$ cat src/cl_ram.sv
// ----------------------------------------------------------------------------
// cl_ram: generic single-port-write, single-port-read RAM
// One write and one read per cycle; read data registered, held between reads.
// ----------------------------------------------------------------------------
module cl_ram #(
  parameter int WIDTH = 8,
  parameter int DEPTH = 16
) (
  input  logic                     clk,
  input  logic                     wr_en,
  input  logic [$clog2(DEPTH)-1:0] wr_addr,
  input  logic [WIDTH-1:0]         wr_data,
  input  logic                     rd_en,
  input  logic [$clog2(DEPTH)-1:0] rd_addr,
  output logic [WIDTH-1:0]         rd_data
);

  logic [WIDTH-1:0] mem_r [DEPTH];
  logic [WIDTH-1:0] rd_data_r;

  always_ff @(posedge clk) begin
    if (wr_en) begin
      mem_r[wr_addr] <= wr_data;
    end
    if (rd_en) begin
      rd_data_r <= mem_r[rd_addr];
    end
  end

  assign rd_data = rd_data_r;

endmodule

$ cat config.mk
export PLATFORM = sky130hd
export DESIGN_NAME = cl_ram
export DESIGN_NICKNAME = d
export VERILOG_FILES = /design/src/cl_ram.sv
export SDC_FILE = /design/constraint.sdc
export NUM_CORES = 1
export LEC_CHECK = 0
export BUFFER_PORTS_ARGS = -buffer_cell sky130_fd_sc_hd__buf_2
export CORE_MARGIN = 3
export CORE_UTILIZATION = 50
export CTS_BUF_LIST = sky130_fd_sc_hd__clkbuf_8
export DETAILED_ROUTE_END_ITERATION = 8
export HOLD_SLACK_MARGIN = 0.05
export PLACE_DENSITY = 0.63
export SYNTH_ARGS = -nofsm -noshare
export SYNTH_HDL_FRONTEND = slang
export SYNTH_SLANG_ARGS = --single-unit
export TNS_END_PERCENT = 10
$ cat constraint.sdc
create_clock -name clk -period 1.9 [get_ports clk]
set_input_delay 0.19 -clock clk [delete_from_list [all_inputs] [get_ports clk]]
set_output_delay 0.19 -clock clk [all_outputs]
set_load 0.02 [all_outputs]
## Word-level counts from Yosys, hierarchy flattened

Memories as Yosys holds them, arrays and structs flattened. A register that Yosys moved wholly into a read port is not among the register bits.
Index checks and enable logic that the tools add are counted.

- Memories kept: 1
- RAM bits: 128
- Logic and storage cells: 3
- Output and inout bits: 8
- Flip-flop bits (word level): 0

Memories:

| name | words | width | rd ports | clocked after Yosys merged registers in | write ports | RTL line | source |
|---|---|---|---|---|---|---|---|
| mem_r | 16 | 8 | 1 | 1 | 1 | 18 | `logic [WIDTH-1:0] mem_r [DEPTH];` |

- Muxes and demuxes: 2

Operators with widths:

| kind | count |
|---|---|
| 1-bit two-way mux | 2 |

## Depth between registers and ports, before layout

Gate-level depths: netlist of run 1.

- Word-level depth: 2
- Depth in mapped cells: 5
- Mapped depth without buffers: 3

## Least setup slack after synthesis of run 1

No wires, ideal clock.

- Kind: input port to flip-flop
- From: input port wr_addr[2]
- To: memory mem_r[0][0], enable pin
- Stages on the path: 2
- Path slack: 0.217 ns
- Arrival: 1.300 ns
- Cell sequence: or3b_2 > nor3_1

RTL lines:

| item | RTL line | source |
|---|---|---|
| start: declaration | 11 | `input logic [$clog2(DEPTH)-1:0] wr_addr,` |
| end: declaration | 18 |  |

No word-level cell before the write port.

==> results.txt, run 1 <==
----------------------------------------------------
[Placed design]
  Port Buf Inserts ... 26
  Post-DP HPWL ... 6.24 mm
  GP Congestion ... 0.729

[Final layout]
  Count of nets after finishing ... 307
  Number of diodes ... 0
  Multi-input gate area ... 1060 um^2
  Layout-stage area growth over the synthesis result ... 14.5%
  Area taken by flip-flops and latches ... 4080 um^2
  Share of cells above drive strength 1 ... 32.9%
  Layout filler cell count ... 712

[Worst setup path]
  Reg-to-reg endpoint ... rd_data[7]
  Combined buffer and inverter count along the critical path ... 0
  Maximum fanout along the worst path ... 1
  Required time of the critical path ... 2050 ps
  Cell count of the worst reg-to-reg path ... 3
  Arrival time of the worst setup path ... 1660 ps
  Nature of the critical path startpoint ... flop
  CP max stage cell ... sky130_fd_sc_hd__mux4_2
  Largest stage delay on the critical path ... 470 ps
  Crit-path leading delay family ... multiplexers
  Register-to-Register Setup Slack ... 400 ps
  Critical Path Stages ... 3
  Crit path cell chain ... mux4_2, a22oi_1, nand2_1
  Worst Setup End Kind ... flop
  Critical R2R Launch ... mem_r[0][7]
  Classification of the worst setup path ... flop to flop

[STA]
  Worst relative slew slack ... 74.4%
  Slew @ Worst Pin ... 384 ps
  Number of setup violations in the final report ... 0
  Final hold violation count ... 0
  Upper clock frequency limit ... 665 MHz
  Worst setup skew after layout ... 10.1 ps
  Setup total negative slack ... 0 ps
  Ratio of final minimum period to clock period ... 79.1%
  WHS ... 146 ps
  Crit path time final ... 1500 ps
  Setup repair after global routing missed its margin ... no
  Number of pins with negative max-slew slack in the final report ... 0

[Power and ir drop]
  Gate power share ... 5.7%
  Internal ... 4410 uW
  Leakage dissipation ... 0.00200 uW
  Net switching power of the design ... 1280 uW
  Peak supply drop ... 0.467 mV
  Power density over cell area ... 952 nW/um^2
  Portion of total power attributed to sequential cells ... 59.6%
  Clock power share ... 34.7%
  Switching portion of total power ... 22.5%

[Floorplan]
  Starting density of the core ... 52.5%
  Placeable core region ... 9950 um^2
  Number of ports placed on the die boundary ... 27
  Width of the die ... 108 um
  Die boundary height ... 108 um
  Total Die Area ... 11700 um^2
  Number of cell rows ... 36

[Yosys]
  Yosys cell types ... 18
  Post-Synthesis Cell Area ... 5230 um^2
  Number of standard cells after synthesis ... 229
  Mean instance size in the synthesized netlist ... 22.8 um^2
  Flop and latch count out of synthesis ... 136
  Share of the yosys chip area belonging to registers ... 78.1%
  Number of warnings issued by yosys ... 0
  Number of nets in the synthesized netlist ... 248

[Route]
  Routed WL per cell ... 21.5 um
  Via count of the routed design ... 2451
  Vias/cell ... 5.65
  Starting DRC count in detailed routing ... 131
  Routed Wire Length ... 9.32 mm
  Number of iterations in the first detailed-routing pass ... 4
  Remaining antenna violation count ... 0
  DRC errors left ... 0

[Global route]
  Wire length of the first global-routing pass ... 14.6 mm
  Antenna violations before repair ... 1
  Vias in the first global route ... 2520
  Global-route usage over all layers ... 17.8%
  Overflow left after global routing ... 0
  Pin count of the biggest net entering global routing ... 19

[Worst hold path]
  End of the worst hold path ... rd_data[2]
  Tightest Hold Check Type ... input port to flop
  HP Start ... rd_en
  Count of cells along the worst hold path ... 1

[Clock tree]
  Number of buffers inserted by post-CTS setup repair ... 0
  Maximum level of the CTS H-tree ... 4
  Total of cells resized after clock tree synthesis ... 0
  Worst-skew pair later-pin latency ... 420 ps
  Sinks on the clock net ... 136
  Number of hold buffers added after cts ... 0
  Maximum count of clock buffers along a single path ... 2
  Root buffer cell ... sky130_fd_sc_hd__clkbuf_8
  Number of buffers added by the clock tree synthesis step ... 17
  Clock transition time at the flip-flop clock pins of the worst setup and hold paths ... 80 ps
  TritonCTS clock tree ... yes

[Job]
  Max_cap viols ... 0

[Outcome]
  Run status ... completed

----------------------------------------------------
==> power groups by stage <==
stage,Combinational (uW),Clock (uW),Sequential (uW)
2_1_floorplan,171,0,3470
3_3_place_gp,324,0,3460
3_5_place_dp,331,0,3460
4_1_cts,331,2020,3390
5_1_grt,355,2170,3400
6_report,324,1980,3390
==> per-stage QoR <==
stage	power, uW	utilization (%)	setup WS [ps]	cell area (um^2)	instances
CTS	5750	60.1	375	5980	434
global route	5930	60.1	343	5980	434
global placement	3780	56.7	183	5640	402
finish	5700	60.1	397	5980	434
floorplan	3650	-	217	5230	229
detailed placement	3790	56.7	180	5640	402
==> worst max-delay path by stage <==
stage,from,end
6_report,mem_r[0][7],rd_data[7]
5_1_grt,mem_r[8][4],rd_data[4]
4_1_cts,mem_r[0][7],rd_data[7]
3_5_place_dp,rd_addr[0],rd_data[2]
3_3_place_gp,rd_addr[0],rd_data[2]
2_1_floorplan,wr_addr[2],mem_r[0][0]
==> synthesized netlist by cell type <==
| master | count | area (um^2) |
|---|---|---|
| sky130_fd_sc_hd__or3b_2 | 1 | 8.76 |
| sky130_fd_sc_hd__and2b_1 | 1 | 7.51 |
| sky130_fd_sc_hd__nand3_1 | 1 | 5.00 |
| sky130_fd_sc_hd__nor2b_1 | 1 | 6.26 |
| sky130_fd_sc_hd__buf_2 | 3 | 15.0 |
| sky130_fd_sc_hd__nand3b_1 | 2 | 15.0 |
| sky130_fd_sc_hd__a22oi_1 | 16 | 120 |
| sky130_fd_sc_hd__nand2b_1 | 2 | 12.5 |
| sky130_fd_sc_hd__edfxtp_1 | 136 | 4080 |
| sky130_fd_sc_hd__mux4_2 | 18 | 405 |
| sky130_fd_sc_hd__nand2_1 | 9 | 33.8 |
| sky130_fd_sc_hd__clkdlybuf4s25_2 | 3 | 30.0 |
| sky130_fd_sc_hd__and2_1 | 1 | 6.26 |
| sky130_fd_sc_hd__buf_6 | 3 | 33.8 |
| sky130_fd_sc_hd__buf_4 | 1 | 7.51 |
| sky130_fd_sc_hd__nor3_1 | 4 | 20.0 |
| sky130_fd_sc_hd__nor2_1 | 13 | 48.8 |
| sky130_fd_sc_hd__mux4_1 | 14 | 368 |
==> cell usage in the layout, fill, tap and decap left out, types with 3 or more instances in the layout <==
cell type                    Yosys  final
sky130_fd_sc_hd__edfxtp_1      136    136
sky130_fd_sc_hd__nor2_1         13     13
sky130_fd_sc_hd__nor3_1          4      4
sky130_fd_sc_hd__a22oi_1        16     16
sky130_fd_sc_hd__mux4_2         18     18
sky130_fd_sc_hd__clkbuf_8        0     17
sky130_fd_sc_hd__nand2_1         9      9
sky130_fd_sc_hd__buf_2           3     26
sky130_fd_sc_hd__buf_4           1     22
sky130_fd_sc_hd__mux4_1         14     14
sky130_fd_sc_hd__clkinvlp_4      0      6
sky130_fd_sc_hd__inv_6           0      3
==> cell families after synthesis <==
logic type | count (synthesis) | synth area share (%)
buffers and inverters | 10 | 1.65
multiplexers | 32 | 14.8
flip-flops | 136 | 78.1
AND/OR/NAND/NOR | 35 | 3.14
AO/OA/AOI/OAI | 16 | 2.30
==> state kept, by name, summed over array words and instances (netlist names) <==
name	flops
mem_r	128
rd_data	8
==> layer usage <==
metal	GRT usage, %	up-vias	part of all wire (%)
li1	-	1098	-
met1	25.3	1248	42
met2	27.6	96	50
met3	4.60	7	7.2
met4	5.41	2	0.80
met5	0	-	0.075
==> cell type report <==
type	instances	share of cell area, %
Timing Repair Buffer	50	5.60
Clock inverter	15	1.78
Tap cell	133	2.78
Sequential cell	136	68.3
Multi-Input combinational cell	83	17.7
Clock buffer	17	3.91
Note: power is estimated with default switching activity, not from simulation.
==> run 2, diff against run 1 <==
--- a/config.mk
+++ b/config.mk
@@ -11,7 +11,7 @@
 export CTS_BUF_LIST = sky130_fd_sc_hd__clkbuf_8
 export DETAILED_ROUTE_END_ITERATION = 8
 export HOLD_SLACK_MARGIN = 0.05
-export PLACE_DENSITY = 0.63
+export PLACE_DENSITY = 0.66
 export SYNTH_ARGS = -nofsm -noshare
 export SYNTH_HDL_FRONTEND = slang
 export SYNTH_SLANG_ARGS = --single-unit
==> constraint.sdc (replaced) <==
create_clock -name clk -period 1.35 [get_ports clk]
set_input_delay 0.135 -clock clk [delete_from_list [all_inputs] [get_ports clk]]
set_output_delay 0.135 -clock clk [all_outputs]
set_load 0.02 [all_outputs]
==> run 2 against run 1 <==
Net effect: the run now ends with negative setup slack left; first-iteration DRC count is 80% higher; clock-buffer cell count unchanged; clock skew rose by 3.3 ps; sequential power rose by 41%; final cell count grew 0.46%; clock power up 69%; sequential share of layout area shrank 1.2 points; via count decreased by 1.8%; global-route usage decreased by 0.70 points; combinational power grew 51%; die area is the same; worst setup slack lost 440 ps.
==> results.txt, run 2 (synthesis results as in run 1) <==
----------------------------------------------------
[Worst setup path]
  Largest stage delay on the critical path ... 470 ps
  Reg-to-reg endpoint ... rd_data[6]
  Cell count of the worst reg-to-reg path ... 3
  Maximum fanout along the worst path ... 1
  Required time of the critical path ... 1510 ps
  Critical path origin ... mem_r[3][6]
  Nature of the critical path startpoint ... flop
  CP max stage cell ... sky130_fd_sc_hd__mux4_2
  Worst Setup End Kind ... flop
  Critical R2R Launch ... mem_r[3][6]
  Classification of the worst setup path ... flop to flop
  Combined buffer and inverter count along the critical path ... 0
  Arrival time of the worst setup path ... 1560 ps
  Register-to-Register Setup Slack ... -40 ps
  Crit-path leading delay family ... multiplexers
  Crit path cell chain ... mux4_2, a22oi_1, nand2_2

[STA]
  Worst relative slew slack ... 40.2%
  Post-route worst setup slack ... -43.9 ps
  Number of setup violations in the final report ... 8
  WHS ... 81.7 ps
  Setup repair after global routing missed its margin ... yes
  Final hold violation count ... 0
  Worst setup skew after layout ... 13.4 ps
  Crit path time final ... 1390 ps
  Slew @ Worst Pin ... 896 ps
  Upper clock frequency limit ... 717 MHz
  Ratio of final minimum period to clock period ... 103%
  Number of pins with negative max-slew slack in the final report ... 0

[Outcome]
  Violations in the final reports ... negative setup slack
  Run status ... finished with violations

[Worst hold path]
  HP Start ... rd_en
  End of the worst hold path ... rd_data[7]
  Count of cells along the worst hold path ... 1
  Tightest Hold Check Type ... input port to flop

[Final layout]
  Commonest cells after routing, fill and taps aside ... 136 x sky130_fd_sc_hd__edfxtp_1, 30 x sky130_fd_sc_hd__mux4_2, 26 x sky130_fd_sc_hd__buf_2
  Largest reg by FF count ... mem_r
  Count of placed standard cells in the final layout, fillers left out ... 436
  Layout-stage area growth over the synthesis result ... 16.5%
  Max FFs per register ... 128
  Leading cell type in the layout, fill and taps excluded ... sky130_fd_sc_hd__edfxtp_1
  Share of cells above drive strength 1 ... 41.3%
  Total non-filler cell area in the finished layout ... 6090 um^2
  Count of nets after finishing ... 309
  Number of diodes ... 0

[Floorplan]
  Width of the die ... 108 um
  Total Die Area ... 11700 um^2
  Die boundary height ... 108 um
  Starting density of the core ... 52.5%
  Number of ports placed on the die boundary ... 27
  Number of cell rows ... 36
  Placeable core region ... 9950 um^2

[Placed design]
  GP Congestion ... 0.721
  Post-DP HPWL ... 6.31 mm
  Number of cells after detailed placement ... 404
  DP Area ... 5650 um^2
  Port Buf Inserts ... 26

[Route]
  Routed WL per cell ... 20.7 um
  Remaining antenna violation count ... 0
  Starting DRC count in detailed routing ... 236
  Via count of the routed design ... 2408
  Vias/cell ... 5.52
  DRC errors left ... 0
  Routed Wire Length ... 9.03 mm
  Number of iterations in the first detailed-routing pass ... 4

[Clock tree]
  Maximum level of the CTS H-tree ... 4
  Number of buffers inserted by post-CTS setup repair ... 0
  Clock transition time at the flip-flop clock pins of the worst setup and hold paths ... 80 ps
  Number of hold buffers added after cts ... 0
  Worst-skew pair later-pin latency ... 420 ps
  TritonCTS clock tree ... yes
  Root buffer cell ... sky130_fd_sc_hd__clkbuf_8
  Sinks on the clock net ... 136
  Number of buffers added by the clock tree synthesis step ... 17
  Maximum count of clock buffers along a single path ... 2

[Global route]
  Wire length of the first global-routing pass ... 14.3 mm
  Antenna violations before repair ... 0
  Global-route usage over all layers ... 17.1%
  Vias in the first global route ... 2552
  Overflow left after global routing ... 0
  Pin count of the biggest net entering global routing ... 17

[Job]
  Max_cap viols ... 0

[Power and ir drop]
  Power density over cell area ... 1420 nW/um^2
  Leakage dissipation ... 0.00202 uW
  Peak supply drop ... 0.750 mV

----------------------------------------------------
==> run 2: worst reg2reg max path: cells and delay by family, from the launching register on <==
family,cells,cell delay (ps)
compound gates,1,220
flops,1,370
mux,1,470
simple gates,1,90
==> run 2: per-stage QoR <==
step                      total power, uW  worst slack, ps  TNS, ps  utilization (%)
after global routing                 8930             -102     -630             61.2
after floorplan                      5140            -51.1    -1730                -
after CTS                            8710            -74.5     -322             61.1
final                                8620            -43.9     -208             61.2
after detailed placement             5350             -374    -3280             56.7
after global placement               5340             -397    -2930             56.7
==> run 2: metal layers <==
layer | global-route usage (%) | part of all wire, %
met3 | 4.36 | 6.3
met4 | 7.30 | 0.65
met2 | 26.6 | 51
met1 | 23.4 | 42
met5 | 0 | 0
==> run 2: report_power, final <==
group | internal, uW | leakage, uW | switching (uW)
registers | 4750 | 0.00124 | 25.8
logic | 215 | 0.000575 | 274
clock network | 1830 | 0.000204 | 1520
total | 6800 | 0.00202 | 1820
==> run 2: how the worst max path moves through the flow <==
stage	end	slack [ps]	depth (start not counted)
final	rd_data[6]	-40	3
after global routing	rd_data[4]	-100	3
after CTS	rd_data[2]	-70	3
after detailed placement	rd_data[4]	-370	5
after global placement	rd_data[4]	-400	5
after floorplan	mem_r[3][0]	-50	2
==> run 2: cell type report <==
type | instances | area [um^2]
repair buffers | 52 | 363
flip-flops and latches | 136 | 4080
clock buffers | 17 | 234
well taps | 133 | 166
fillers | 688 | 3870
clock inverters | 15 | 179
multi-input cells | 83 | 1060
==> run 2: repair_timing <==
item	4_1_cts	5_1_grt
endpoints found under the setup margin	8	8
resized for setup	11	4
pin swaps	5	1
