$ cat src/cl_pkg.sv
// ----------------------------------------------------------------------------
// cl_pkg: shared types for the chain link table
// Beat payloads, link entry format, operation codes and controller states.
// ----------------------------------------------------------------------------
package cl_pkg;

  localparam int ID_W = 10;

  typedef enum logic [2:0] {
    OP_LINK       = 3'd0,
    OP_CUT_AFTER  = 3'd1,
    OP_CUT_BEFORE = 3'd2,
    OP_HEAD       = 3'd3,
    OP_QUERY      = 3'd4
  } op_t;

  typedef struct packed {
    logic [2:0]      op;
    logic [ID_W-1:0] first_id;
    logic [ID_W-1:0] second_id;
  } in_item_t;

  typedef struct packed {
    logic            changed;
    logic [ID_W-1:0] head_id;
    logic            is_first;
    logic            is_last;
    logic            cycle_found;
  } out_item_t;

  // one link: valid bit plus neighbor id
  typedef struct packed {
    logic            valid;
    logic [ID_W-1:0] id;
  } link_t;

  typedef enum logic [2:0] {
    ST_CLEAR,
    ST_IDLE,
    ST_LOOKUP,
    ST_CUT2,
    ST_WALK,
    ST_STAT_RD,
    ST_STAT
  } state_t;

endpackage

$ cat src/cl_ctrl.sv
// ----------------------------------------------------------------------------
// cl_ctrl: sequencer for the chain link table
// Clears both link memories after reset, then runs a link or cut as a read /
// modify / write-back, a head walk or query as reads; one result beat each.
// ----------------------------------------------------------------------------
module cl_ctrl #(
  parameter int NODES = 1024
) (
  input  logic                     clk,
  input  logic                     rst_n,
  input  logic                     in_valid,
  output logic                     in_ready,
  input  cl_pkg::in_item_t         in_data,
  output logic                     out_valid,
  input  logic                     out_ready,
  output cl_pkg::out_item_t        out_data,
  output logic                     succ_wr_en,
  output logic [$clog2(NODES)-1:0] succ_wr_addr,
  output cl_pkg::link_t            succ_wr_data,
  output logic                     succ_rd_en,
  output logic [$clog2(NODES)-1:0] succ_rd_addr,
  input  cl_pkg::link_t            succ_rd_data,
  output logic                     pred_wr_en,
  output logic [$clog2(NODES)-1:0] pred_wr_addr,
  output cl_pkg::link_t            pred_wr_data,
  output logic                     pred_rd_en,
  output logic [$clog2(NODES)-1:0] pred_rd_addr,
  input  cl_pkg::link_t            pred_rd_data
);
  import cl_pkg::*;

  localparam int AW = $clog2(NODES);
  localparam int CW = $clog2(NODES + 1);

  function automatic logic node_ok(input logic [ID_W-1:0] id);
    return 32'(id) < NODES;
  endfunction

  state_t          state_r, state_nxt;
  logic [AW-1:0]   clr_cnt_r, clr_cnt_nxt;
  logic [2:0]      op_r, op_nxt;
  logic [ID_W-1:0] a_r, a_nxt;
  logic [ID_W-1:0] b_r, b_nxt;
  logic [ID_W-1:0] cur_r, cur_nxt;
  logic [CW-1:0]   steps_r, steps_nxt;
  logic            changed_r, changed_nxt;
  logic [ID_W-1:0] head_r, head_nxt;
  logic            cycle_r, cycle_nxt;
  logic            out_valid_r, out_valid_nxt;
  out_item_t       out_r, out_nxt;
  link_t           empty_link;

  assign empty_link = '{valid: 1'b0, id: '0};
  assign in_ready   = (state_r == ST_IDLE);
  assign out_valid  = out_valid_r;
  assign out_data   = out_r;

  always_comb begin
    state_nxt     = state_r;
    clr_cnt_nxt   = clr_cnt_r;
    op_nxt        = op_r;
    a_nxt         = a_r;
    b_nxt         = b_r;
    cur_nxt       = cur_r;
    steps_nxt     = steps_r;
    changed_nxt   = changed_r;
    head_nxt      = head_r;
    cycle_nxt     = cycle_r;
    out_valid_nxt = out_valid_r;
    out_nxt       = out_r;

    succ_wr_en    = 1'b0;
    succ_wr_addr  = AW'(a_r);
    succ_wr_data  = empty_link;
    succ_rd_en    = 1'b0;
    succ_rd_addr  = AW'(a_r);
    pred_wr_en    = 1'b0;
    pred_wr_addr  = AW'(b_r);
    pred_wr_data  = empty_link;
    pred_rd_en    = 1'b0;
    pred_rd_addr  = AW'(a_r);

    if (out_valid_r && out_ready) begin
      out_valid_nxt = 1'b0;
    end

    case (state_r)
      ST_CLEAR: begin
        succ_wr_en   = 1'b1;
        succ_wr_addr = clr_cnt_r;
        pred_wr_en   = 1'b1;
        pred_wr_addr = clr_cnt_r;
        clr_cnt_nxt  = clr_cnt_r + 1'b1;
        if (clr_cnt_r == AW'(NODES - 1)) begin
          state_nxt = ST_IDLE;
        end
      end

      ST_IDLE: begin
        if (in_valid) begin
          op_nxt      = in_data.op;
          a_nxt       = in_data.first_id;
          b_nxt       = in_data.second_id;
          cur_nxt     = in_data.first_id;
          steps_nxt   = '0;
          changed_nxt = 1'b0;
          head_nxt    = '0;
          cycle_nxt   = 1'b0;
          succ_rd_en   = 1'b1;
          succ_rd_addr = AW'(in_data.first_id);
          pred_rd_en   = 1'b1;
          pred_rd_addr = (in_data.op == OP_HEAD) ? AW'(in_data.first_id)
                                                 : AW'(in_data.second_id);
          case (in_data.op)
            OP_LINK, OP_CUT_AFTER, OP_CUT_BEFORE: state_nxt = ST_LOOKUP;
            OP_HEAD:                              state_nxt = ST_WALK;
            default:                              state_nxt = ST_STAT_RD;
          endcase
        end
      end

      // succ[a] and pred[b] are on the read ports
      ST_LOOKUP: begin
        state_nxt = ST_STAT_RD;
        case (op_r)
          OP_LINK: begin
            if (node_ok(a_r) && node_ok(b_r) && !succ_rd_data.valid &&
                !pred_rd_data.valid) begin
              succ_wr_en   = 1'b1;
              succ_wr_addr = AW'(a_r);
              succ_wr_data = '{valid: 1'b1, id: b_r};
              pred_wr_en   = 1'b1;
              pred_wr_addr = AW'(b_r);
              pred_wr_data = '{valid: 1'b1, id: a_r};
              changed_nxt  = 1'b1;
            end
          end
          OP_CUT_AFTER: begin
            if (node_ok(a_r) && succ_rd_data.valid) begin
              succ_wr_en   = 1'b1;
              succ_wr_addr = AW'(a_r);
              pred_wr_en   = node_ok(succ_rd_data.id);
              pred_wr_addr = AW'(succ_rd_data.id);
              changed_nxt  = 1'b1;
            end
          end
          OP_CUT_BEFORE: begin
            // cut after the predecessor of b: fetch its successor link
            if (node_ok(b_r) && pred_rd_data.valid) begin
              cur_nxt      = pred_rd_data.id;
              succ_rd_en   = 1'b1;
              succ_rd_addr = AW'(pred_rd_data.id);
              state_nxt    = ST_CUT2;
            end
          end
          default: ;
        endcase
      end

      ST_CUT2: begin
        if (node_ok(cur_r) && succ_rd_data.valid) begin
          succ_wr_en   = 1'b1;
          succ_wr_addr = AW'(cur_r);
          pred_wr_en   = node_ok(succ_rd_data.id);
          pred_wr_addr = AW'(succ_rd_data.id);
          changed_nxt  = 1'b1;
        end
        state_nxt = ST_STAT_RD;
      end

      // pred[cur] is on the read port
      ST_WALK: begin
        if (!node_ok(cur_r) || !pred_rd_data.valid) begin
          head_nxt  = cur_r;
          state_nxt = ST_STAT_RD;
        end else if (steps_r == CW'(NODES)) begin
          cycle_nxt = 1'b1;
          head_nxt  = '0;
          state_nxt = ST_STAT_RD;
        end else begin
          cur_nxt      = pred_rd_data.id;
          steps_nxt    = steps_r + 1'b1;
          pred_rd_en   = 1'b1;
          pred_rd_addr = AW'(pred_rd_data.id);
        end
      end

      ST_STAT_RD: begin
        succ_rd_en   = 1'b1;
        succ_rd_addr = AW'(a_r);
        pred_rd_en   = 1'b1;
        pred_rd_addr = AW'(a_r);
        state_nxt    = ST_STAT;
      end

      // read data holds here until the output register frees up
      ST_STAT: begin
        if (!out_valid_r || out_ready) begin
          out_nxt.changed     = changed_r;
          out_nxt.head_id     = head_r;
          out_nxt.is_first    = !(node_ok(a_r) && pred_rd_data.valid);
          out_nxt.is_last     = !(node_ok(a_r) && succ_rd_data.valid);
          out_nxt.cycle_found = cycle_r;
          out_valid_nxt       = 1'b1;
          state_nxt           = ST_IDLE;
        end
      end

      default: state_nxt = ST_IDLE;
    endcase
  end

  always_ff @(posedge clk) begin
    if (!rst_n) begin
      state_r     <= ST_CLEAR;
      clr_cnt_r   <= '0;
      out_valid_r <= 1'b0;
    end else begin
      state_r     <= state_nxt;
      clr_cnt_r   <= clr_cnt_nxt;
      out_valid_r <= out_valid_nxt;
    end
  end

  always_ff @(posedge clk) begin
    op_r      <= op_nxt;
    a_r       <= a_nxt;
    b_r       <= b_nxt;
    cur_r     <= cur_nxt;
    steps_r   <= steps_nxt;
    changed_r <= changed_nxt;
    head_r    <= head_nxt;
    cycle_r   <= cycle_nxt;
    out_r     <= out_nxt;
  end

endmodule

$ cat config.mk
export PLATFORM = sky130hd
export DESIGN_NAME = cl_ctrl
export DESIGN_NICKNAME = d
export VERILOG_FILES = /design/src/cl_pkg.sv /design/src/cl_ctrl.sv
export SDC_FILE = /design/constraint.sdc
export NUM_CORES = 1
export LEC_CHECK = 0
export ABC_AREA = 0
export CAP_MARGIN = 0
export CORE_ASPECT_RATIO = 1.75
export CORE_UTILIZATION = 35
export CTS_BUF_LIST = sky130_fd_sc_hd__clkbuf_16
export CTS_CLUSTER_DIAMETER = 200
export DETAILED_ROUTE_END_ITERATION = 10
export DONT_BUFFER_PORTS = 1
export SLEW_MARGIN = 5
export SYNTH_ARGS = -nofsm -noshare
export SYNTH_HDL_FRONTEND = slang
export SYNTH_SLANG_ARGS = --single-unit
$ cat constraint.sdc
create_clock -name clk -period 4 [get_ports clk]
set_input_delay 0.8 -clock clk [delete_from_list [all_inputs] [get_ports clk]]
set_output_delay 0.8 -clock clk [all_outputs]
set_load 0.01 [all_outputs]
* Word-level counts from Yosys, hierarchy flattened
Index checks and enable logic that the tools add are counted.
** Storage, ports and cells
- Latch bits :: 0
- Memories :: 0
- Bits in read-only memories :: 0
- Input port bits :: 49
- RAM bits :: 0
- Bits in registers :: 84
- Word-level logic and storage cells :: 128
** Operators by class
- Reductions and logical operators :: 21
- Bitwise gates (word level) :: 0
- $lt $le $gt $ge :: 0
- Shift operators :: 0
- Multiplexer cells :: 65
- $mul :: 0
- Equality and inequality tests :: 24
- Add/sub/neg operators :: 2
- Divide/modulo/power cells :: 0
** Operator list (count)
- two-way mux 10 bit :: 18
- two-way mux 11 bit :: 9
- one-hot mux 10 bit (2 select lines) :: 4
- one-hot mux 10 bit (3 select lines) :: 2
- one-hot mux 11 bit (2 select lines) :: 1
- two-way mux 3 bit :: 7
- one-hot mux 3 bit (7 select lines) :: 1
- != test 2 bit, second input constant :: 8
- AND reduction 4 bit :: 4
- equality test 3 x 2 -> 1 bit, second input constant :: 5
- two-way mux 1 bit :: 15
- one-hot mux 1 bit (3 select lines) :: 4
- adder 11 x 1 -> 11 bit, second input constant :: 1
- equality test 11 bit, second input constant :: 1
- adder 10 x 1 -> 10 bit, second input constant :: 1
- equality test 10 bit, second input constant :: 1
- equality test 3 x 1 -> 1 bit, second input constant :: 3
- equality test 3 bit, second input constant :: 3
- zero test 3 bit :: 3
- != test 3 bit, second input constant :: 2
- one-hot mux 1 bit (2 select lines) :: 3
- one-hot mux 3 bit (2 select lines) :: 1
- AND reduction 6 bit :: 1
- nonzero test 3 bit :: 2
- 8 further kinds :: 12

* Depth between registers and ports, before layout
Gate-level depths: netlist of run 1.
- Word-level depth :: 5
- Depth in mapped cells :: 8

* Worst setup path before layout of run 1
No wires, ideal clock.
- Kind :: in2out
- From :: in in_valid
- To :: out succ_rd_addr[4]
- Path slack :: 1.117 ns
- Data arrival time :: 2.083 ns
- Stages on the path :: 4
- Cells stage by stage :: clkbuf_1 -> clkbuf_1 -> mux2_2 -> a221o_1
** Between the ends
- Word-level cells in the longest chain between the ends :: 2
** RTL lines
- start: declaration :: line cl_ctrl.sv:11 : input logic in_valid,
- two-way mux 10 bit :: line cl_ctrl.sv:100 : if (in_valid) begin
- one-hot mux 10 bit (2 select lines) :: line cl_ctrl.sv:87 : case (state_r)
- end: declaration :: line cl_ctrl.sv:21 : output logic [$clog2(NODES)-1:0] succ_rd_addr,
Every way passes these cells.

* Worst setup path after layout of run 1
- From :: reg steps_r[0]
- To :: out pred_rd_addr[5]
** Between the ends
- Word-level cells in the longest chain between the ends :: 4
** RTL lines
- start: declaration :: line cl_ctrl.sv:45 : logic [CW-1:0] steps_r, steps_nxt;
- start signal: assignment :: line cl_ctrl.sv:230 : steps_r <= steps_nxt;
- equality test 11 bit :: line cl_ctrl.sv:176 : end else if (steps_r == CW'(NODES)) begin
- two-way mux 10 bit :: line cl_ctrl.sv:176
- two-way mux 10 bit :: line cl_ctrl.sv:173 : if (!node_ok(cur_r) || !pred_rd_data.valid) begin
- one-hot mux 10 bit (2 select lines) :: line cl_ctrl.sv:87
- end: declaration :: line cl_ctrl.sv:27 : output logic [$clog2(NODES)-1:0] pred_rd_addr,
Every way passes these cells.

==> out/qor.csv, run 1 <==
stage,metric,value,unit
critical_path,critical path cell sequence,inv_1 -> ha_1 -> nor4b_1 -> a311oi_2 -> nor2_1 -> a221o_1,
critical_path,critical path startpoint,steps_r[0],
global_routing,Overall Global Routing Usage,19.9,%
synthesis,Yosys warnings,0,
global_routing,largest net degree at the start of global routing,22,
layout,post-route insts no fill,569,
critical_path,"Data arrival, critical path",2740,ps
drt,met2 WL,6820,um
critical_path,crit-path max cell delay,840,ps
synthesis,Mapped Nets,453,
drt,metal1 wirelength,4840,um
sta,Hold Fails Final Rpt,0,
sta,Worst Skew,8.82,ps
placed_design,DP Wirelength,9930,um
clock_network,cts-stage hold buffer count,0,
sta,Max-Slew Margin vs Limit,28.8,%
clock_network,H-tree Lvls,3,
drt,Routed met3 length,1070,um
critical_path,Critical Path Stages,6,
run,max-cap violation count,0,
drt,total number of vias,3282,
critical_path,crit path to,pred_rd_addr[5],
clock_network,Post-CTS Setup Bufs,0,
critical_path,number of cells on the worst reg-to-reg path,6,
placed_design,Port Buffers,0,
synthesis,Mean Syn Cell Area,11.1,um2
critical_path,CP Max Fanout,11,
drt,Routed WL,13000,um
sta,Tightest Pin Transition,1070,ps
floorplanning,I/O Pins,131,
critical_path,slowest cell on the critical path,nor2_1,
global_routing,grt ovf,0,
min_path,Hold Path Class,flop to flop,
critical_path,CP Launch Type,flop,
drt,drt pass-1 iters,5,
clock_network,CTS root buf,clkbuf_16,
drt,max layer used,met4,
synthesis,Mapped Area,4470,um2
drt,Via density,5.77,
floorplanning,CORE AREA,12400,um2
critical_path,reg2reg setup slack,1130,ps
critical_path,crit end category,output port,
critical_path,WP buf/inv,1,
layout,layout cells sized above 1,13.0,%
power_and_ir_drop,PwrDens,684,nW/um2
floorplanning,starting utilization of the core area,35.9,%
power_and_ir_drop,Pleak,1.86,nW
floorplanning,Row Count,54,
sta,unrepaired setup endpoints after global routing,no,
synthesis,top post-synthesis cells by area,"edfxtp_1 (47%), a221o_1 (9.0%), dfxtp_1 (6.3%), and2_1 (5.3%), mux2_2 (4.8%)",
synthesis,ys async rst share,0,%
global_routing,first-pass GRT wire length,18800,um
clock_network,clk buf depth,2,
synthesis,Post-synth EDFFs,70,
sta,fin crit period,3540,ps
min_path,worst hold path depth,0,
clock_network,post-CTS sizing,0,
global_routing,initial antenna violation count,0,
drt,1st-iter DRT viols,308,
clock_network,worst-skew pair later-pin latency,350,ps
sta,fmax,282,MHz
layout,antenna diode count,0,
synthesis,post-synth top area cell,edfxtp_1,
sta,Fin Hold WS,421,ps
global_routing,vias in the first global route,3246,
critical_path,Worst path top cell family by delay,simple AND/OR/NAND/NOR gates,
critical_path,end of the worst register-to-register path,steps_r[9],
synthesis,top-count cell post-synth,edfxtp_1,
clock_network,CTS Sinks,84,
placed_design,DP Cell Count,553,
clock_network,CTS Buf Count,9,
clock_network,Clock transition at path regs,60,ps
sta,Final Max Slew Viols,0,
critical_path,Crit Reg-Reg Startpoint,steps_r[0],
sta,Finish-stage setup viols,0,
drt,drc violations,0,
synthesis,post-synthesis sequential area ratio,53.3,%
run_status,status,"complete, no violations",
critical_path,Critical Path RT,3200,ps
floorplanning,die area,13200,um2
clock_network,TritonCTS clock tree,built,
critical_path,crit path kind,flop to output port,
layout,Area growth syn-to-layout,11.6,%
floorplanning,die width,87.4,um
synthesis,top-area cell type share of the netlist area,47.1,%
synthesis,Main synth FF type,edfxtp_1,
placed_design,Final GP Congestion,0.850,
floorplanning,DIE HEIGHT,151,um
power_and_ir_drop,Max IR drop VDD,269,uV
synthesis,Seq cells post-synth,84,
sta,fin crit share,88.6,%
drt,Detail Route Antenna Nets,0,
sta,Sum Neg Setup Slack,0,ps
synthesis,Synth Instances,401,
drt,WL/cell,22.9,um
synthesis,Unique masters post-synth,47,
layout,nets,448,
synthesis,most instantiated cells after synthesis,"edfxtp_1 (70), a221o_1 (40), and2_1 (38)",
==> registers in the layout (all words and copies together) (netlist names) <==
name and cells:
out_data 14, out_valid 1, op_r 3, b_r 10, changed_r 1, clr_cnt_r 10
cur_r 10, head_r 10, steps_r 11, state_r 3, a_r 10, cycle_r 1
==> cells in the final DEF (no fill, tap or decap), drive strengths merged, types with 5 or more instances in the layout <==
| cell | instances |
|---|---|
| a21oi | 16 |
| a221o | 40 |
| and2 | 38 |
| and3 | 25 |
| buf | 10 |
| clkbuf | 9 |
| dfxtp | 14 |
| edfxtp | 70 |
| inv | 12 |
| mux2 | 20 |
| nand2 | 37 |
| nand3 | 13 |
| nor2 | 22 |
| nor3 | 6 |
| o21ai | 6 |
| or3 | 5 |
| xnor2 | 9 |
| xor2 | 7 |
==> power by group <==
| part | internal (W) | switching [W] |
|---|---|---|
| clock network | 0.000609 | 0.000345 |
| registers | 0.00116 | 0.000162 |
| logic | 0.000414 | 0.000712 |
| total | 0.00219 | 0.00122 |
==> worst register-to-register path, stage by stage (launching register included) <==
cell and delay, ps:
edfxtp_1 430, inv_1 80, ha_1 130, nor4b_1 390
a311oi_2 170, nor2_1 840, inv_1 470
==> logic make-up (layout without fill, tap and decap cells) <==
family                     after synthesis  in the layout  synth area share, %
and+or+nand+nor                        163            163                 19.5
AOI/OAI and AO/OA                       78             78                 14.5
adders and majority gates                3              3                0.840
DFF                                     84             84                 53.3
muxes                                   21             21                 5.27
xor gates and xnor gates                16             16                 3.14
buffers and inverters                   36             36                 3.36
==> layer usage <==
metal / track usage (%) / up-vias
li1: - / 1498
met5: 0 / -
met1: 22.8 / 1602
met4: 8.28 / 0
met3: 4.74 / 23
met2: 35.1 / 159
==> final cells by class <==
type                            instances  area (um2)
Inverter                               10        37.5
Clock inverter                          7         115
Clock buffer                            9         225
Sequential cell                        84        2380
Timing Repair Buffer                   10        75.1
Tap cell                              168         210
Fill cell                            1229        7450
Multi-Input combinational cell        281        1940
==> worst min path at each step <==
stage / startpoint / end / slack [ps]
finish: head_r[8] / out_data[11] / 420
floorplan: cycle_r / out_data[0] / 400
global placement: head_r[6] / out_data[9] / 410
global route: head_r[3] / out_data[6] / 430
CTS: head_r[8] / out_data[11] / 420
detailed placement: head_r[8] / out_data[11] / 410
==> metrics by stage <==
step | total power [W] | cell area [um2] | util, % | worst slack (ps)
after floorplan | 0.00215 | 4470 | - | 1120
after global placement | 0.00244 | 4640 | 37.4 | 945
after detailed placement | 0.00247 | 4640 | 37.4 | 885
after CTS | 0.00343 | 4980 | 40.1 | 503
after global routing | 0.00354 | 4980 | 40.1 | 384
final | 0.00341 | 4980 | 40.1 | 457
No activity file was read; power rests on OpenSTA's default activity.
==> run 2: changes to the inputs <==
--- a/config.mk
+++ b/config.mk
@@ -13,6 +13,7 @@
 export CTS_CLUSTER_DIAMETER = 200
 export DETAILED_ROUTE_END_ITERATION = 10
 export DONT_BUFFER_PORTS = 1
+export RECOVER_POWER = 25
 export SLEW_MARGIN = 5
 export SYNTH_ARGS = -nofsm -noshare
 export SYNTH_HDL_FRONTEND = slang
==> out/qor.csv, run 2 (synthesized netlist as in run 1, its figures left out) <==
stage,metric,value,unit
sta,Worst Skew,8.53,ps
sta,unrepaired setup endpoints after global routing,no,
clock_network,cts-stage hold buffer count,0,
clock_network,H-tree Lvls,3,
layout,"commonest cells after routing, fill and taps aside","edfxtp_1 (70), a221o_1 (40), nand2_1 (37), and2_1 (36), and3_1 (25)",
power_and_ir_drop,Max IR drop VDD,264,uV
global_routing,largest net degree at the start of global routing,22,
critical_path,critical path cell sequence,or3b_1 -> a311oi_2 -> nor2_1 -> a221o_1,
layout,Area growth syn-to-layout,11.3,%
drt,WL/cell,22.9,um
critical_path,crit-path max cell delay,840,ps
drt,total number of vias,3274,
drt,Via density,5.75,
clock_network,Post-CTS Setup Bufs,0,
sta,Final Max Slew Viols,0,
critical_path,crit path kind,flop to output port,
critical_path,Critical Path RT,3200,ps
layout,layout cells sized above 1,12.0,%
sta,fin crit share,88.5,%
layout,max reg flops,14,
global_routing,initial antenna violation count,0,
sta,Fin Hold WS,420,ps
drt,Detail Route Antenna Nets,0,
clock_network,worst-skew pair later-pin latency,340,ps
clock_network,CTS Sinks,84,
sta,fmax,283,MHz
clock_network,CTS Buf Count,9,
run_status,status,"complete, no violations",
floorplanning,die width,87.4,um
placed_design,DP Wirelength,9930,um
sta,fin crit period,3540,ps
floorplanning,die area,13200,um2
critical_path,CP Launch Type,flop,
layout,Fillers,1231,
placed_design,Port Buffers,0,
critical_path,slowest cell on the critical path,nor2_1,
floorplanning,DIE HEIGHT,151,um
sta,Hold Fails Final Rpt,0,
power_and_ir_drop,Pleak,1.85,nW
drt,1st-iter DRT viols,269,
clock_network,CTS root buf,clkbuf_16,
floorplanning,I/O Pins,131,
clock_network,clk buf depth,2,
sta,Sum Neg Setup Slack,0,ps
clock_network,Clock transition at path regs,60,ps
clock_network,post-CTS sizing,0,
layout,multi-input logic area,1930,um2
global_routing,first-pass GRT wire length,18800,um
power_and_ir_drop,PwrDens,683,nW/um2
critical_path,CP Max Fanout,13,
floorplanning,starting utilization of the core area,35.9,%
placed_design,Final GP Congestion,0.850,
sta,Max-Slew Margin vs Limit,28.8,%
global_routing,Overall Global Routing Usage,19.9,%
run,max-cap violation count,0,
global_routing,grt ovf,0,
sta,Tightest Pin Transition,1070,ps
layout,register area,2380,um2
global_routing,vias in the first global route,3246,
floorplanning,Row Count,54,
layout,nets,448,
power_and_ir_drop,Final Power,0.00340,W
critical_path,"Data arrival, critical path",2740,ps
layout,"most common cell after layout, fill and taps aside",edfxtp_1,
sta,Finish-stage setup viols,0,
drt,drc violations,0,
drt,Routed WL,13000,um
min_path,Hold Path Class,flop to flop,
drt,drt pass-1 iters,5,
clock_network,TritonCTS clock tree,built,
layout,antenna diode count,0,
critical_path,crit end category,output port,
floorplanning,CORE AREA,12400,um2
## run 2: cell count changes in the layout (fill, tap and decap cells not counted)
| cell | before | now |
|---|---|---|
| or3b_1 | 0 | 1 |
| mux2_2 | 19 | 18 |
| buf_4 | 10 | 9 |
| or3b_4 | 1 | 0 |
| nor3_1 | 5 | 6 |
| and2_0 | 0 | 2 |
| nor3_2 | 1 | 0 |
| mux2_1 | 1 | 2 |
| clkbuf_1 | 0 | 1 |
| and2_1 | 38 | 36 |
## run 2: through the flow
stage / std cells / worst slack [ps] / instance area, um2 / util [%]
after floorplan: 401 / 1120 / 4470 / -
after global placement: 553 / 945 / 4640 / 37.4
after detailed placement: 553 / 885 / 4640 / 37.4
after CTS: 569 / 503 / 4980 / 40.1
after global routing: 569 / 388 / 4970 / 40.0
final: 569 / 462 / 4970 / 40.0
## run 2: power breakdown
group / total [W] / internal, W / leakage (nW) / switching, W
clock: 0.000953 / 0.000609 / 0.167 / 0.000344
sequential: 0.00133 / 0.00116 / 0.761 / 0.000161
combinational: 0.00112 / 0.000403 / 0.923 / 0.000716
total: 0.00340 / 0.00218 / 1.85 / 0.00122
## run 2: cell type report
type                       count  area share [%]
clock buffer                   9            4.53
clock inverter                 7            2.31
inverter                      10           0.755
multi-input combinational    281            38.8
sequential                    84            47.9
tap                          168            4.23
timing repair buffer          10            1.43
## run 2: routing by layer
layer | track usage [%] | part of all wire [%] | vias up
met3 | 4.74 | 8.3 | 19
met5 | 0 | 0 | -
met4 | 8.28 | 2.1 | 0
met2 | 35.1 | 53 | 165
met1 | 22.8 | 37 | 1592
li1 | - | - | 1498
## run 2: critical path, delay by kind of cell (launching register included)
family	cells	cell delay [ps]
simple gates	2	1340
compound gates	2	450
flops	1	600
## run 2: path summary, 6_finish.rpt
check	cells past startpoint	slack, ps	to	from
max reg2reg	4	1130	steps_r[1]	state_r[1]
max	4	460	pred_rd_addr[5]	state_r[1]
min reg2reg	0	420	out_data[11]	head_r[8]
min	0	420	out_data[11]	head_r[8]
